--- config.mk ---
export PLATFORM = sky130hd
export DESIGN_NAME = omni_wheel_odometry
export DESIGN_NICKNAME = d
export VERILOG_FILES = /design/src/rtl/owo_pkg.sv /design/src/rtl/owo_mult.sv /design/src/rtl/owo_cordic.sv /design/src/rtl/omni_wheel_odometry.sv
export SDC_FILE = /design/constraint.sdc
export NUM_CORES = 2
export LEC_CHECK = 0
export BUFFER_PORTS_ARGS = -buffer_cell sky130_fd_sc_hd__buf_4
export CORE_MARGIN = 10
export CORE_UTILIZATION = 55
export CTS_CLUSTER_DIAMETER = 100
export DETAILED_ROUTE_END_ITERATION = 10
export PLACE_DENSITY_LB_ADDON = 0.05
export SYNTH_ARGS = -nofsm -noshare
export SYNTH_HDL_FRONTEND = slang
export SYNTH_HIERARCHICAL = 1
export SYNTH_SLANG_ARGS = --single-unit
export TNS_END_PERCENT = 50
--- constraint.sdc ---
create_clock -name clk -period 18.4 [get_ports clk]
set_input_delay 4.6 -clock clk [delete_from_list [all_inputs] [get_ports clk]]
set_output_delay 4.6 -clock clk [all_outputs]
set_load 0.05 [all_outputs]
--- src/rtl/owo_pkg.sv ---
package owo_pkg;

    localparam int CORDIC_STEPS = 16;
    localparam int ATAN_DEPTH   = 24;
    localparam int STEP_W       = $clog2(ATAN_DEPTH);

    localparam int COUNT_W      = 16;
    localparam int MM_W         = 16;
    localparam int TURN_W       = 24;
    localparam int ANG_W        = 32;
    localparam int POS_W        = 40;
    localparam int WHEELS       = 4;

    localparam int MUL_A_W      = 19;
    localparam int MUL_B_W      = 31;
    localparam int MUL_P_W      = MUL_A_W + MUL_B_W;

    localparam int WHEEL_W      = COUNT_W + MM_W + 1;
    localparam int LOCAL_W      = WHEEL_W;
    localparam int VEC_W        = 36;

    localparam int GAIN_W       = 30;
    localparam int GAIN_SHIFT   = 30;
    localparam int GAIN_SPLIT   = MUL_A_W - 1;
    localparam int GAIN_ACC_W   = 64;
    localparam int GAIN_OUT_W   = GAIN_ACC_W - GAIN_SHIFT;

    localparam logic [GAIN_W-1:0]     GAIN_Q30   = 30'd652032874;
    localparam logic [GAIN_ACC_W-1:0] GAIN_ROUND = 64'd1 << (GAIN_SHIFT - 1);
    localparam logic [ANG_W-1:0]      EIGHTH     = 32'h2000_0000;

    localparam int CFG_INDEX_W  = 8;
    localparam int CFG_DATA_W   = 24;

    localparam logic [MM_W-1:0]   MM_RESET   = 16'd10053;
    localparam logic [TURN_W-1:0] TURN_RESET = 24'd119156;

    typedef enum logic [CFG_INDEX_W-1:0] {
        REG_MM_PER_COUNT   = 8'd0,
        REG_TURN_PER_COUNT = 8'd1
    } cfg_reg_t;

    typedef struct packed {
        logic signed [COUNT_W-1:0] count_a;
        logic signed [COUNT_W-1:0] count_b;
        logic signed [COUNT_W-1:0] count_c;
        logic signed [COUNT_W-1:0] count_d;
    } enc_word_t;

    typedef struct packed {
        logic signed [POS_W-1:0] pos_x;
        logic signed [POS_W-1:0] pos_y;
        logic        [ANG_W-1:0] heading;
    } pose_word_t;

    function automatic logic signed [ANG_W-1:0] atan_turn(input logic [STEP_W-1:0] idx);
        logic signed [ANG_W-1:0] val;
        case (idx)
            5'd0:    val = 32'h2000_0000;
            5'd1:    val = 32'h12E4_051E;
            5'd2:    val = 32'h09FB_385B;
            5'd3:    val = 32'h0511_11D4;
            5'd4:    val = 32'h028B_0D43;
            5'd5:    val = 32'h0145_D7E1;
            5'd6:    val = 32'h00A2_F61E;
            5'd7:    val = 32'h0051_7C55;
            5'd8:    val = 32'h0028_BE53;
            5'd9:    val = 32'h0014_5F2F;
            5'd10:   val = 32'h000A_2F98;
            5'd11:   val = 32'h0005_17CC;
            5'd12:   val = 32'h0002_8BE6;
            5'd13:   val = 32'h0001_45F3;
            5'd14:   val = 32'h0000_A2FA;
            5'd15:   val = 32'h0000_517D;
            5'd16:   val = 32'h0000_28BE;
            5'd17:   val = 32'h0000_145F;
            5'd18:   val = 32'h0000_0A30;
            5'd19:   val = 32'h0000_0518;
            5'd20:   val = 32'h0000_028C;
            5'd21:   val = 32'h0000_0146;
            5'd22:   val = 32'h0000_00A3;
            5'd23:   val = 32'h0000_0051;
            default: val = '0;
        endcase
        return val;
    endfunction

endpackage

--- src/rtl/owo_mult.sv ---
module owo_mult (
    input  logic                                 clk,
    input  logic signed [owo_pkg::MUL_A_W-1:0]   a,
    input  logic signed [owo_pkg::MUL_B_W-1:0]   b,
    output logic signed [owo_pkg::MUL_P_W-1:0]   p
);
    import owo_pkg::*;

    logic signed [MUL_P_W-1:0] p_next;
    logic signed [MUL_P_W-1:0] p_reg;

    assign p_next = MUL_P_W'(a) * MUL_P_W'(b);

    always_ff @(posedge clk)
    begin
        p_reg <= p_next;
    end

    assign p = p_reg;

endmodule

--- src/rtl/owo_cordic.sv ---
module owo_cordic (
    input  logic                               clk,
    input  logic                               rst_n,
    input  logic                               start,
    input  logic signed [owo_pkg::VEC_W-1:0]   x0,
    input  logic signed [owo_pkg::VEC_W-1:0]   y0,
    input  logic signed [owo_pkg::ANG_W-1:0]   z0,
    output logic                               done,
    output logic signed [owo_pkg::VEC_W-1:0]   x,
    output logic signed [owo_pkg::VEC_W-1:0]   y
);
    import owo_pkg::*;

    typedef enum logic {
        S_IDLE,
        S_RUN
    } state_t;

    state_t                  state_reg;
    logic [STEP_W-1:0]       step_reg;
    logic                    done_reg;
    logic signed [VEC_W-1:0] x_reg;
    logic signed [VEC_W-1:0] y_reg;
    logic signed [ANG_W-1:0] z_reg;

    logic signed [VEC_W-1:0] xs;
    logic signed [VEC_W-1:0] ys;
    logic signed [VEC_W-1:0] x_next;
    logic signed [VEC_W-1:0] y_next;
    logic signed [ANG_W-1:0] z_next;
    logic signed [ANG_W-1:0] angle;
    logic                    last_step;

    always_comb
    begin
        xs        = x_reg >>> step_reg;
        ys        = y_reg >>> step_reg;
        angle     = atan_turn(step_reg);
        last_step = (step_reg == STEP_W'(CORDIC_STEPS - 1));
        if (!z_reg[ANG_W-1])
        begin
            x_next = x_reg - ys;
            y_next = y_reg + xs;
            z_next = z_reg - angle;
        end
        else
        begin
            x_next = x_reg + ys;
            y_next = y_reg - xs;
            z_next = z_reg + angle;
        end
    end

    always_ff @(posedge clk or negedge rst_n)
    begin
        if (!rst_n)
        begin
            state_reg <= S_IDLE;
            step_reg  <= '0;
            done_reg  <= 1'b0;
            x_reg     <= '0;
            y_reg     <= '0;
            z_reg     <= '0;
        end
        else
        begin
            case (state_reg)
                S_IDLE:
                begin
                    done_reg <= 1'b0;
                    if (start)
                    begin
                        x_reg     <= x0;
                        y_reg     <= y0;
                        z_reg     <= z0;
                        step_reg  <= '0;
                        state_reg <= S_RUN;
                    end
                end
                S_RUN:
                begin
                    x_reg    <= x_next;
                    y_reg    <= y_next;
                    z_reg    <= z_next;
                    step_reg <= step_reg + 1'b1;
                    if (last_step)
                    begin
                        done_reg  <= 1'b1;
                        state_reg <= S_IDLE;
                    end
                end
                default:
                begin
                    state_reg <= S_IDLE;
                end
            endcase
        end
    end

    assign done = done_reg;
    assign x    = x_reg;
    assign y    = y_reg;

endmodule

--- src/rtl/omni_wheel_odometry.sv ---
// Channel  Dir  Handshake            Payload
// enc      in   enc_valid/enc_ready  enc_word  (four raw encoder counts)
// pose     out  pose_valid/pose_ready pose_word (pos_x, pos_y, heading)
// cfg      in   cfg_valid/cfg_ready  cfg_index, cfg_data
//
// Each word is accepted only from idle and is finished before the next acceptance:
// nine products through the shared multiplier, plus one rotation step per cycle
// in the CORDIC unit.
// Reset clears counts, position and heading and loads the register defaults.
// A finished pose waits in the output register; a stalled pose_ready holds the
// sequencer at its last step until the pose register is free. cfg_ready stays high.
module omni_wheel_odometry (
    input  logic                                  clk,
    input  logic                                  rst_n,
    input  logic                                  enc_valid,
    output logic                                  enc_ready,
    input  owo_pkg::enc_word_t                    enc_word,
    output logic                                  pose_valid,
    input  logic                                  pose_ready,
    output owo_pkg::pose_word_t                   pose_word,
    input  logic                                  cfg_valid,
    output logic                                  cfg_ready,
    input  logic [owo_pkg::CFG_INDEX_W-1:0]       cfg_index,
    input  logic [owo_pkg::CFG_DATA_W-1:0]        cfg_data
);
    import owo_pkg::*;

    typedef enum logic [2:0] {
        S_IDLE,
        S_MUL,
        S_PREP,
        S_ROT,
        S_FINISH
    } state_t;

    typedef enum logic [3:0] {
        OP_W0,
        OP_W1,
        OP_W2,
        OP_W3,
        OP_TURN,
        OP_XL,
        OP_XH,
        OP_YL,
        OP_YH
    } op_t;

    typedef enum logic [1:0] {
        QUAD_0,
        QUAD_90,
        QUAD_180,
        QUAD_270
    } quad_t;

    state_t                     state_reg;
    op_t                        op_reg;
    logic                       phase_reg;
    logic [MM_W-1:0]            mm_reg;
    logic [TURN_W-1:0]          turn_reg;
    logic [COUNT_W-1:0]         last_reg [WHEELS];
    logic [ANG_W-1:0]           head_reg;
    logic signed [POS_W-1:0]    acc_x_reg;
    logic signed [POS_W-1:0]    acc_y_reg;
    logic                       pose_valid_reg;
    pose_word_t                 pose_word_reg;

    logic signed [COUNT_W-1:0]    diff_reg  [WHEELS];
    logic signed [MUL_A_W-1:0]    sum_reg;
    logic signed [WHEEL_W-1:0]    wheel_reg [WHEELS];
    logic signed [GAIN_ACC_W-1:0] gacc_reg;
    logic signed [GAIN_OUT_W-1:0] gx_reg;

    logic [COUNT_W-1:0]           now_cnt   [WHEELS];
    logic signed [COUNT_W-1:0]    diff_next [WHEELS];
    logic signed [MUL_A_W-1:0]    sum_next;
    logic signed [MUL_A_W-1:0]    mul_a;
    logic signed [MUL_B_W-1:0]    mul_b;
    logic signed [MUL_P_W-1:0]    prod;
    logic signed [GAIN_ACC_W-1:0] prod_ext;
    logic signed [GAIN_OUT_W-1:0] gy;
    logic signed [POS_W-1:0]      acc_x_next;
    logic signed [POS_W-1:0]      acc_y_next;

    logic signed [LOCAL_W:0]      dx_wide;
    logic signed [LOCAL_W:0]      dy_wide;
    logic signed [LOCAL_W-1:0]    lx;
    logic signed [LOCAL_W-1:0]    ly;
    logic [ANG_W-1:0]             qsum;
    quad_t                        quad;
    logic [ANG_W-1:0]             res;
    logic signed [VEC_W-1:0]      x0;
    logic signed [VEC_W-1:0]      y0;
    logic                         rot_start;
    logic                         rot_done;
    logic signed [VEC_W-1:0]      cx;
    logic signed [VEC_W-1:0]      cy;

    logic                         enc_take;
    logic                         pose_free;

    assign enc_ready = (state_reg == S_IDLE);
    assign cfg_ready = 1'b1;
    assign enc_take  = enc_valid && enc_ready;
    assign pose_free = !pose_valid_reg || pose_ready;
    assign rot_start = (state_reg == S_PREP);

    assign now_cnt[0] = enc_word.count_a;
    assign now_cnt[1] = enc_word.count_b;
    assign now_cnt[2] = enc_word.count_c;
    assign now_cnt[3] = enc_word.count_d;

    always_comb
    begin
        sum_next = '0;
        for (int k = 0; k < WHEELS; k++)
        begin
            diff_next[k] = now_cnt[k] - last_reg[k];
            sum_next     = sum_next + MUL_A_W'(diff_next[k]);
        end
    end

    always_comb
    begin
        mul_b = MUL_B_W'({1'b0, GAIN_Q30});
        case (op_reg)
            OP_W0:
            begin
                mul_a = MUL_A_W'(diff_reg[0]);
                mul_b = MUL_B_W'({1'b0, mm_reg});
            end
            OP_W1:
            begin
                mul_a = MUL_A_W'(diff_reg[1]);
                mul_b = MUL_B_W'({1'b0, mm_reg});
            end
            OP_W2:
            begin
                mul_a = MUL_A_W'(diff_reg[2]);
                mul_b = MUL_B_W'({1'b0, mm_reg});
            end
            OP_W3:
            begin
                mul_a = MUL_A_W'(diff_reg[3]);
                mul_b = MUL_B_W'({1'b0, mm_reg});
            end
            OP_TURN:
            begin
                mul_a = sum_reg;
                mul_b = MUL_B_W'({1'b0, turn_reg});
            end
            OP_XL:   mul_a = {1'b0, cx[GAIN_SPLIT-1:0]};
            OP_XH:   mul_a = {cx[VEC_W-1], cx[VEC_W-1:GAIN_SPLIT]};
            OP_YL:   mul_a = {1'b0, cy[GAIN_SPLIT-1:0]};
            OP_YH:   mul_a = {cy[VEC_W-1], cy[VEC_W-1:GAIN_SPLIT]};
            default: mul_a = '0;
        endcase
    end

    owo_mult u_mult (
        .clk (clk),
        .a   (mul_a),
        .b   (mul_b),
        .p   (prod)
    );

    assign prod_ext = GAIN_ACC_W'(prod);

    always_comb
    begin
        dx_wide = (LOCAL_W + 1)'(wheel_reg[1]) - (LOCAL_W + 1)'(wheel_reg[3]);
        dy_wide = (LOCAL_W + 1)'(wheel_reg[2]) - (LOCAL_W + 1)'(wheel_reg[0]);
        lx      = dx_wide[LOCAL_W:1];
        ly      = dy_wide[LOCAL_W:1];
        qsum    = head_reg + EIGHTH;
        quad    = quad_t'(qsum[ANG_W-1:ANG_W-2]);
        res     = head_reg - {qsum[ANG_W-1:ANG_W-2], {(ANG_W-2){1'b0}}};
        case (quad)
            QUAD_0:
            begin
                x0 = VEC_W'(lx);
                y0 = VEC_W'(ly);
            end
            QUAD_90:
            begin
                x0 = -VEC_W'(ly);
                y0 = VEC_W'(lx);
            end
            QUAD_180:
            begin
                x0 = -VEC_W'(lx);
                y0 = -VEC_W'(ly);
            end
            QUAD_270:
            begin
                x0 = VEC_W'(ly);
                y0 = -VEC_W'(lx);
            end
            default:
            begin
                x0 = VEC_W'(lx);
                y0 = VEC_W'(ly);
            end
        endcase
    end

    owo_cordic u_cordic (
        .clk   (clk),
        .rst_n (rst_n),
        .start (rot_start),
        .x0    (x0),
        .y0    (y0),
        .z0    (res),
        .done  (rot_done),
        .x     (cx),
        .y     (cy)
    );

    assign gy         = gacc_reg[GAIN_ACC_W-1:GAIN_SHIFT];
    assign acc_x_next = acc_x_reg + POS_W'(gx_reg);
    assign acc_y_next = acc_y_reg + POS_W'(gy);

    always_ff @(posedge clk)
    begin
        if (enc_take)
        begin
            for (int k = 0; k < WHEELS; k++)
            begin
                diff_reg[k] <= diff_next[k];
            end
            sum_reg <= sum_next;
        end
        if (state_reg == S_MUL && phase_reg)
        begin
            case (op_reg)
                OP_W0: wheel_reg[0] <= prod[WHEEL_W-1:0];
                OP_W1: wheel_reg[1] <= prod[WHEEL_W-1:0];
                OP_W2: wheel_reg[2] <= prod[WHEEL_W-1:0];
                OP_W3: wheel_reg[3] <= prod[WHEEL_W-1:0];
                OP_XL: gacc_reg <= GAIN_ROUND + prod_ext;
                OP_XH: gacc_reg <= gacc_reg + (prod_ext <<< GAIN_SPLIT);
                OP_YL:
                begin
                    gx_reg   <= gacc_reg[GAIN_ACC_W-1:GAIN_SHIFT];
                    gacc_reg <= GAIN_ROUND + prod_ext;
                end
                OP_YH: gacc_reg <= gacc_reg + (prod_ext <<< GAIN_SPLIT);
                default:
                begin
                end
            endcase
        end
    end

    always_ff @(posedge clk or negedge rst_n)
    begin
        if (!rst_n)
        begin
            state_reg      <= S_IDLE;
            op_reg         <= OP_W0;
            phase_reg      <= 1'b0;
            mm_reg         <= MM_RESET;
            turn_reg       <= TURN_RESET;
            for (int k = 0; k < WHEELS; k++)
            begin
                last_reg[k] <= '0;
            end
            head_reg       <= '0;
            acc_x_reg      <= '0;
            acc_y_reg      <= '0;
            pose_valid_reg <= 1'b0;
            pose_word_reg  <= '0;
        end
        else
        begin
            if (cfg_valid && cfg_ready)
            begin
                if (cfg_index == REG_MM_PER_COUNT)
                begin
                    mm_reg <= cfg_data[MM_W-1:0];
                end
                else if (cfg_index == REG_TURN_PER_COUNT)
                begin
                    turn_reg <= cfg_data[TURN_W-1:0];
                end
            end

            if (pose_valid_reg && pose_ready && state_reg != S_FINISH)
            begin
                pose_valid_reg <= 1'b0;
            end

            case (state_reg)
                S_IDLE:
                begin
                    if (enc_take)
                    begin
                        for (int k = 0; k < WHEELS; k++)
                        begin
                            last_reg[k] <= now_cnt[k];
                        end
                        op_reg    <= OP_W0;
                        phase_reg <= 1'b0;
                        state_reg <= S_MUL;
                    end
                end
                S_MUL:
                begin
                    phase_reg <= !phase_reg;
                    if (phase_reg)
                    begin
                        case (op_reg)
                            OP_TURN:
                            begin
                                head_reg  <= head_reg - prod[ANG_W-1:0];
                                state_reg <= S_PREP;
                            end
                            OP_YH:
                            begin
                                state_reg <= S_FINISH;
                            end
                            default:
                            begin
                                op_reg <= op_t'(op_reg + 1'b1);
                            end
                        endcase
                    end
                end
                S_PREP:
                begin
                    state_reg <= S_ROT;
                end
                S_ROT:
                begin
                    if (rot_done)
                    begin
                        op_reg    <= OP_XL;
                        phase_reg <= 1'b0;
                        state_reg <= S_MUL;
                    end
                end
                S_FINISH:
                begin
                    if (pose_free)
                    begin
                        acc_x_reg             <= acc_x_next;
                        acc_y_reg             <= acc_y_next;
                        pose_word_reg.pos_x   <= acc_x_next;
                        pose_word_reg.pos_y   <= acc_y_next;
                        pose_word_reg.heading <= head_reg;
                        pose_valid_reg        <= 1'b1;
                        state_reg             <= S_IDLE;
                    end
                end
                default:
                begin
                    state_reg <= S_IDLE;
                end
            endcase
        end
    end

    assign pose_valid = pose_valid_reg;
    assign pose_word  = pose_word_reg;

endmodule

Word-level counts from Yosys, hierarchy flattened
Memory sizes are Yosys's and may differ from the RTL's.
Cells that the tools add are included.

word-level totals
  register bits = 535
  latch bits = 0
  bits in writable memories = 196
  ROM bits = 960
  input port bits = 101
  output and inout bits = 115
  logic and storage cells = 175
  memories = 3

memories
  name              words  bits a word  rd ports  clocked after memory_dff  write ports  line                       RTL
  (name not given)  32     30           1         0                         0            owo_pkg.sv:58              case (idx)
  wheel_reg         4      33           4         0                         1            omni_wheel_odometry.sv:69  logic signed [WHEEL_W-1:0] wheel_reg [WHEELS];
  diff_reg          4      16           4         0                         4            omni_wheel_odometry.sv:67  logic signed [COUNT_W-1:0] diff_reg [WHEELS];

operators by class
  add/sub/neg operators = 26
  multiply operators = 1
  div/mod/pow operators = 0
  order comparisons = 0
  equal/unequal tests = 26
  shifts and indexed selects = 2
  multiplexer cells = 61
  bitwise gates (word level) = 2
  reduce and logical (&&, ||, !) cells = 30

operators with widths
  operator                                         number
  one-hot mux 36 bit (4 select lines)              2
  one-hot mux 19 bit (9 select lines)              1
  2-to-1 mux 36 bit                                4
  one-hot mux 36 bit (2 select lines)              2
  one-hot mux 64 bit (2 select lines)              1
  2-to-1 mux 33 bit                                3
  OR reduction 33 bit                              3
  subtractor 32 bit                                3
  adder 40 x 34 -> 40 bit                          2
  adder 36 bit                                     2
  negator 33 -> 36 bit                             2
  >>> shifter 36 x 5 -> 36 bit                     2
  subtractor 36 bit                                2
  subtractor 33 x 33 -> 34 bit                     2
  adder 64 bit                                     1
  2-to-1 mux 32 bit                                2
  one-hot mux 32 bit (2 select lines)              1
  subtractor 16 bit                                4
  one-hot mux 30 bit (2 select lines)              1
  adder 31 x 50 -> 51 bit (first input constant)   1
  multiplier 19 x 31 -> 50 bit                     1
  adder 32 x 30 -> 32 bit (second input constant)  1
  adder 32 bit                                     1
  2-to-1 mux 1 bit                                 25
  45 further kinds                                 79

Longest topological paths before layout
  depth in word-level cells = 8
  gate-level depth with buffers = 35
  gate-level depth less buffers = 31

Modules after synthesis
The synthesis kept the hierarchy.

by module, submodules not included
  module               times used  cells an instance  area an instance (sq um)  sequential area each (sq um)
  omni_wheel_odometry  1           4243               39766.9                   15309.7
  owo_mult             1           2264               21274.2                   1001.0
  owo_cordic           1           2177               18106.1                   2777.7

Worst setup path after synthesis
Ideal clock, no wire load.

  path type = in2reg
  start = input enc_word[32] in the netlist's numbering
  end = register sum_reg[18] (data pin)
  library setup time = 0.130 ns
  arrival time = 9.434 ns
  required time = 18.270 ns
  setup slack = 8.836 ns
  stages on the path = 26
  path buffers = 0
  path through = inv_1 ha_1 inv_1 fa_1 a21o_1 a21oi_1 o21ai_0 a21oi_1 o21bai_1 a21oi_1 o21bai_1 a2111oi_0 o31ai_1 a21oi_1 xnor2_1 fa_1 inv_1 fa_1 inv_1 ha_1 a21oi_1 nor2_1 nor2_1 o21ai_0 a211oi_1 mux2_2

RTL lines
  element               line                        RTL
  start, declared       omni_wheel_odometry.sv:17   input owo_pkg::enc_word_t enc_word,
  end signal, assigned  omni_wheel_odometry.sv:230  sum_reg <= sum_next;
  end, declared         omni_wheel_odometry.sv:68   logic signed [MUL_A_W-1:0] sum_reg;

Worst setup path after layout
  start = register op_reg[2]
  end = register u_mult.p_reg[48], in the netlist u_mult/p[48]

on the way
  word-level cells in the longest chain between the ends = 4
  elaborated cells between the ends (all ways) = 13
  classes of those cells = mul: 1; eq/ne: 8; mux: 2; reduce/logical: 2

RTL lines
  element                                                     line                        RTL
  start, declared                                             omni_wheel_odometry.sv:56   op_t op_reg;
  start signal, assigned                                      omni_wheel_odometry.sv:323  op_reg <= op_t'(op_reg + 1'b1);
  equality test 4 x 2 -> 1 bit, or another cell as far along  omni_wheel_odometry.sv:125  case (op_reg)
  OR reduction 4 bit (no source line)                         -
  one-hot mux 30 bit (2 select lines) *                       omni_wheel_odometry.sv:125
  via mul_b[18]                                               omni_wheel_odometry.sv:77   logic signed [MUL_B_W-1:0] mul_b;
  multiplier 19 x 31 -> 50 bit *                              owo_mult.sv:12              assign p_next = MUL_P_W'(a) * MUL_P_W'(b);
  via u_mult.p_next[48]                                       owo_mult.sv:9               logic signed [MUL_P_W-1:0] p_next;
  end signal, assigned                                        owo_mult.sv:16              p_reg <= p_next;
  end, declared                                               owo_mult.sv:10              logic signed [MUL_P_W-1:0] p_reg;

The timed path passes the listed nets; every way through them passes the cells marked *.
A chain may end at the register's enable or synchronous reset.

==> metrics.txt <==
status=finished clean; die area=around 160000 um^2; Avg Cell Area, Syn=9.11 um^2; Final ANT Viol Nets=0; clk sinks=between 700 and 800; Final Cycle Share=roughly 53%; Post-synth EDFFs=between 200 and 300; arrival time of the worst setup path=between 10000 and 15000 ps; I/O Buffers=214; synthesized area=79100 um^2; y dimension of the die=around 400 um; Worst-path clk slew=around 60 ps; slew at the pin closest to its max-slew limit=approximately 1300 ps; WHS Endpoint=pose_word[71]; Fillers=about 13000; Core ar.=143000 um^2; post-DR wirelength/cell=24.3 um; initial antenna violation count=18; r2r setup slk=roughly 8600 ps; worst hold start=pose_word[71]; max reg flops=around 130; worst r2r src=op_reg[2]; post-synthesis sequential area ratio=between 20 and 25%; PostCTS Resize Cnt=0; hpwl dp=200000 um; area post-placement=roughly 82000 um^2; Worst Hold Depth=1; Clock Latency Late Sink=approximately 740 ps; Max-Cap Viols=0; fin util=roughly three fifths; RSZ-0062 raised after global routing=no; synth warn=6; Mapped Cells=about 8700; CP peak stage delay=about 860 ps; FF-to-FF path depth=25; Sum Neg Setup Slack=0 ps; Synth Register Bits=713; H-tree depth=3; min cycle time layout=9770 ps; worst path buffer plus inverter count=2; global-route wire length before repair=395000 um; Crit path top cell by count=fa_1; vias in the first global route=64900; Final Cell Area=85500 um^2; clock root cell=clkbuf_16; share of layout cells above drive strength 1=10.0%; CTS tree=yes; gr usage total=~32%; Final Max Slew Viols=0; drt drc=0; pre-CTS setup slack=approximately 8100 ps; GRT Residual Overflow=0; Area Overhead vs Synth=7.97%; Cell variety after synth=148; DRT iter0 DRCs=between 7000 and 8000; WP data required=approximately 19000 ps; # IOs=between 200 and 250; Final Hold Fails=0; Setup Fix Bufs, Post-CTS=0; clock buffer count from CTS=88; CP Launch Type=flip-flop; vias per std cell=6.20; pin count of the biggest net entering global routing=around 130; worst r2r dst=u_mult/p[48]; PnR worst setup slack=approximately 8600 ps; Top FF cell, synth=dfrtp_1; Hold Crit Class=reg2reg; Die Width=around 400 um; crit path kind=reg2reg; DR pass1 iterations=10; GP Congestion=0.986; ys async rst share=51.6%; clk buf depth=3; worst clock skew=between 60 and 70 ps; slew margin rel.=approximately 14%; Layout Nets=approximately 10000; hold buffers post-CTS=0; slowest CP cell=nand2_1; cell family with most CP delay=adder cells; Critical Path End Type=flip-flop; Starting Density=roughly 55%; crit-path max FO=19; final WL=260000 um; vias=approximately 66000; row count=around 140; setup violators final=0; Achievable Freq=around 100 MHz
logic make-up after synthesis:
family	Yosys count	synth area share (%)
DFF	713	24.1
other	2	0.00949
buffers and inverters	1315	6.51
xor gates and xnor gates	559	6.19
adders and majority gates	1173	24.4
AOI/OAI and AO/OA	2063	17.1
and+or+nand+nor	2481	15.4
muxes	378	6.30
synth_stat cells (all sizes together), types with 20 or more instances:
master | instances | area share [%]
mux2i | 152 | 1.9
a21oi | 505 | 3.2
mux4 | 80 | 2.3
a22oi | 46 | 0.44
ha | 554 | 8.8
a221oi | 30 | 0.36
fa | 619 | 16
edfxtp | 295 | 11
a21o | 193 | 1.8
a31oi | 90 | 0.75
nor2 | 470 | 2.2
o21bai | 61 | 0.58
nor4 | 23 | 0.26
xor2 | 217 | 2.4
or2 | 45 | 0.36
xnor2 | 342 | 3.8
or3 | 36 | 0.29
nand3 | 139 | 0.89
o22ai | 29 | 0.23
inv | 907 | 4.3
nor2b | 96 | 0.76
mux2 | 146 | 2.1
a22o | 26 | 0.29
nand2 | 923 | 4.4
o211ai | 36 | 0.35
a21boi | 31 | 0.29
nand2b | 86 | 0.69
clkbuf | 312 | 1.5
a211oi | 80 | 0.78
and3 | 76 | 0.61
nor3 | 110 | 0.72
nor3b | 30 | 0.31
buf | 93 | 0.69
and2 | 323 | 2.6
o21a | 63 | 0.61
o21ai | 542 | 3.4
nand4 | 47 | 0.40
a222oi | 20 | 0.25
dfxtp | 50 | 1.3
dfrtp | 352 | 11
o31ai | 50 | 0.49
routing by layer:
metal / share of wire, % / GRT usage, % / up-vias
met4: 3.8 / 11.1 / 16
met1: 44 / 45.5 / 32646
met5: 0.043 / 0 / -
met2: 43 / 47.1 / 2946
met3: 10 / 8.26 / 501
li1: - / - / 30161
stage by stage:
step / hold slack (ps) / std cells
floorplan: 461 / 8687
global placement: 460 / 10509
detailed placement: 464 / 10509
CTS: 477 / 10675
global route: 504 / 10675
finish: 478 / 10683
worst register-to-register path, cell delays in order, from the launching register on:
cell and delay (ps):
dfrtp_1 480, nor2_1 230, and2_1 670, or4_1 730
nand2b_1 630, nand2_1 870, and2_1 440, fa_1 500
fa_1 510, inv_1 50, fa_1 470, inv_1 60
fa_1 500, fa_1 570, fa_1 460, ha_1 300
ha_1 380, a21oi_1 200, o21ai_1 130, a221oi_2 290
o21ai_2 140, a41oi_4 320, o21a_4 230, o311ai_4 130
a221oi_2 300, xnor2_1 150
worst max path at each step:
stage	start	end	slack [ps]	cells after the start
after CTS	op_reg[2]	u_mult/p[48]	8780	25
after global placement	enc_word[32]	sum_reg[18]	8080	25
after floorplan	enc_word[32]	sum_reg[18]	8840	26
after global routing	op_reg[2]	u_mult/p[48]	8140	25
final	op_reg[2]	u_mult/p[48]	8630	25
after detailed placement	enc_word[32]	sum_reg[18]	8130	27
area by class of cell:
| cell class | instances | area, um^2 | area share [%] |
|---|---|---|---|
| Multi-Input combinational cell | 6659 | 55000 | 64.4 |
| Antenna cell | 8 | 20.0 | 0.0234 |
| Timing Repair Buffer | 325 | 2460 | 2.88 |
| Sequential cell | 713 | 19100 | 22.4 |
| Clock inverter | 48 | 564 | 0.660 |
| Inverter | 909 | 3410 | 3.99 |
| Tap cell | 1903 | 2380 | 2.79 |
| Clock buffer | 118 | 2470 | 2.89 |
placed cells by master, fill, tap and decap left out, drive strengths merged, types with 26 or more instances in the layout:
master / count
a211oi: 80
a21boi: 31
a21o: 193
a21oi: 505
a221oi: 30
a22o: 26
a22oi: 46
a31oi: 90
and2: 323
and3: 76
buf: 325
clkbuf: 118
clkinv: 31
dfrtp: 352
dfxtp: 50
edfxtp: 295
fa: 619
ha: 554
inv: 913
mux2: 146
mux2i: 152
mux4: 80
nand2: 923
nand2b: 86
nand3: 139
nand4: 47
nor2: 470
nor2b: 96
nor3: 110
nor3b: 30
o211ai: 36
o21a: 63
o21ai: 542
o21bai: 61
o22ai: 29
o31ai: 50
or2: 45
or3: 36
xnor2: 342
xor2: 217
Power is not shown: default switching activity piles up to over one toggle a cycle in this logic, so the estimate is an artifact.
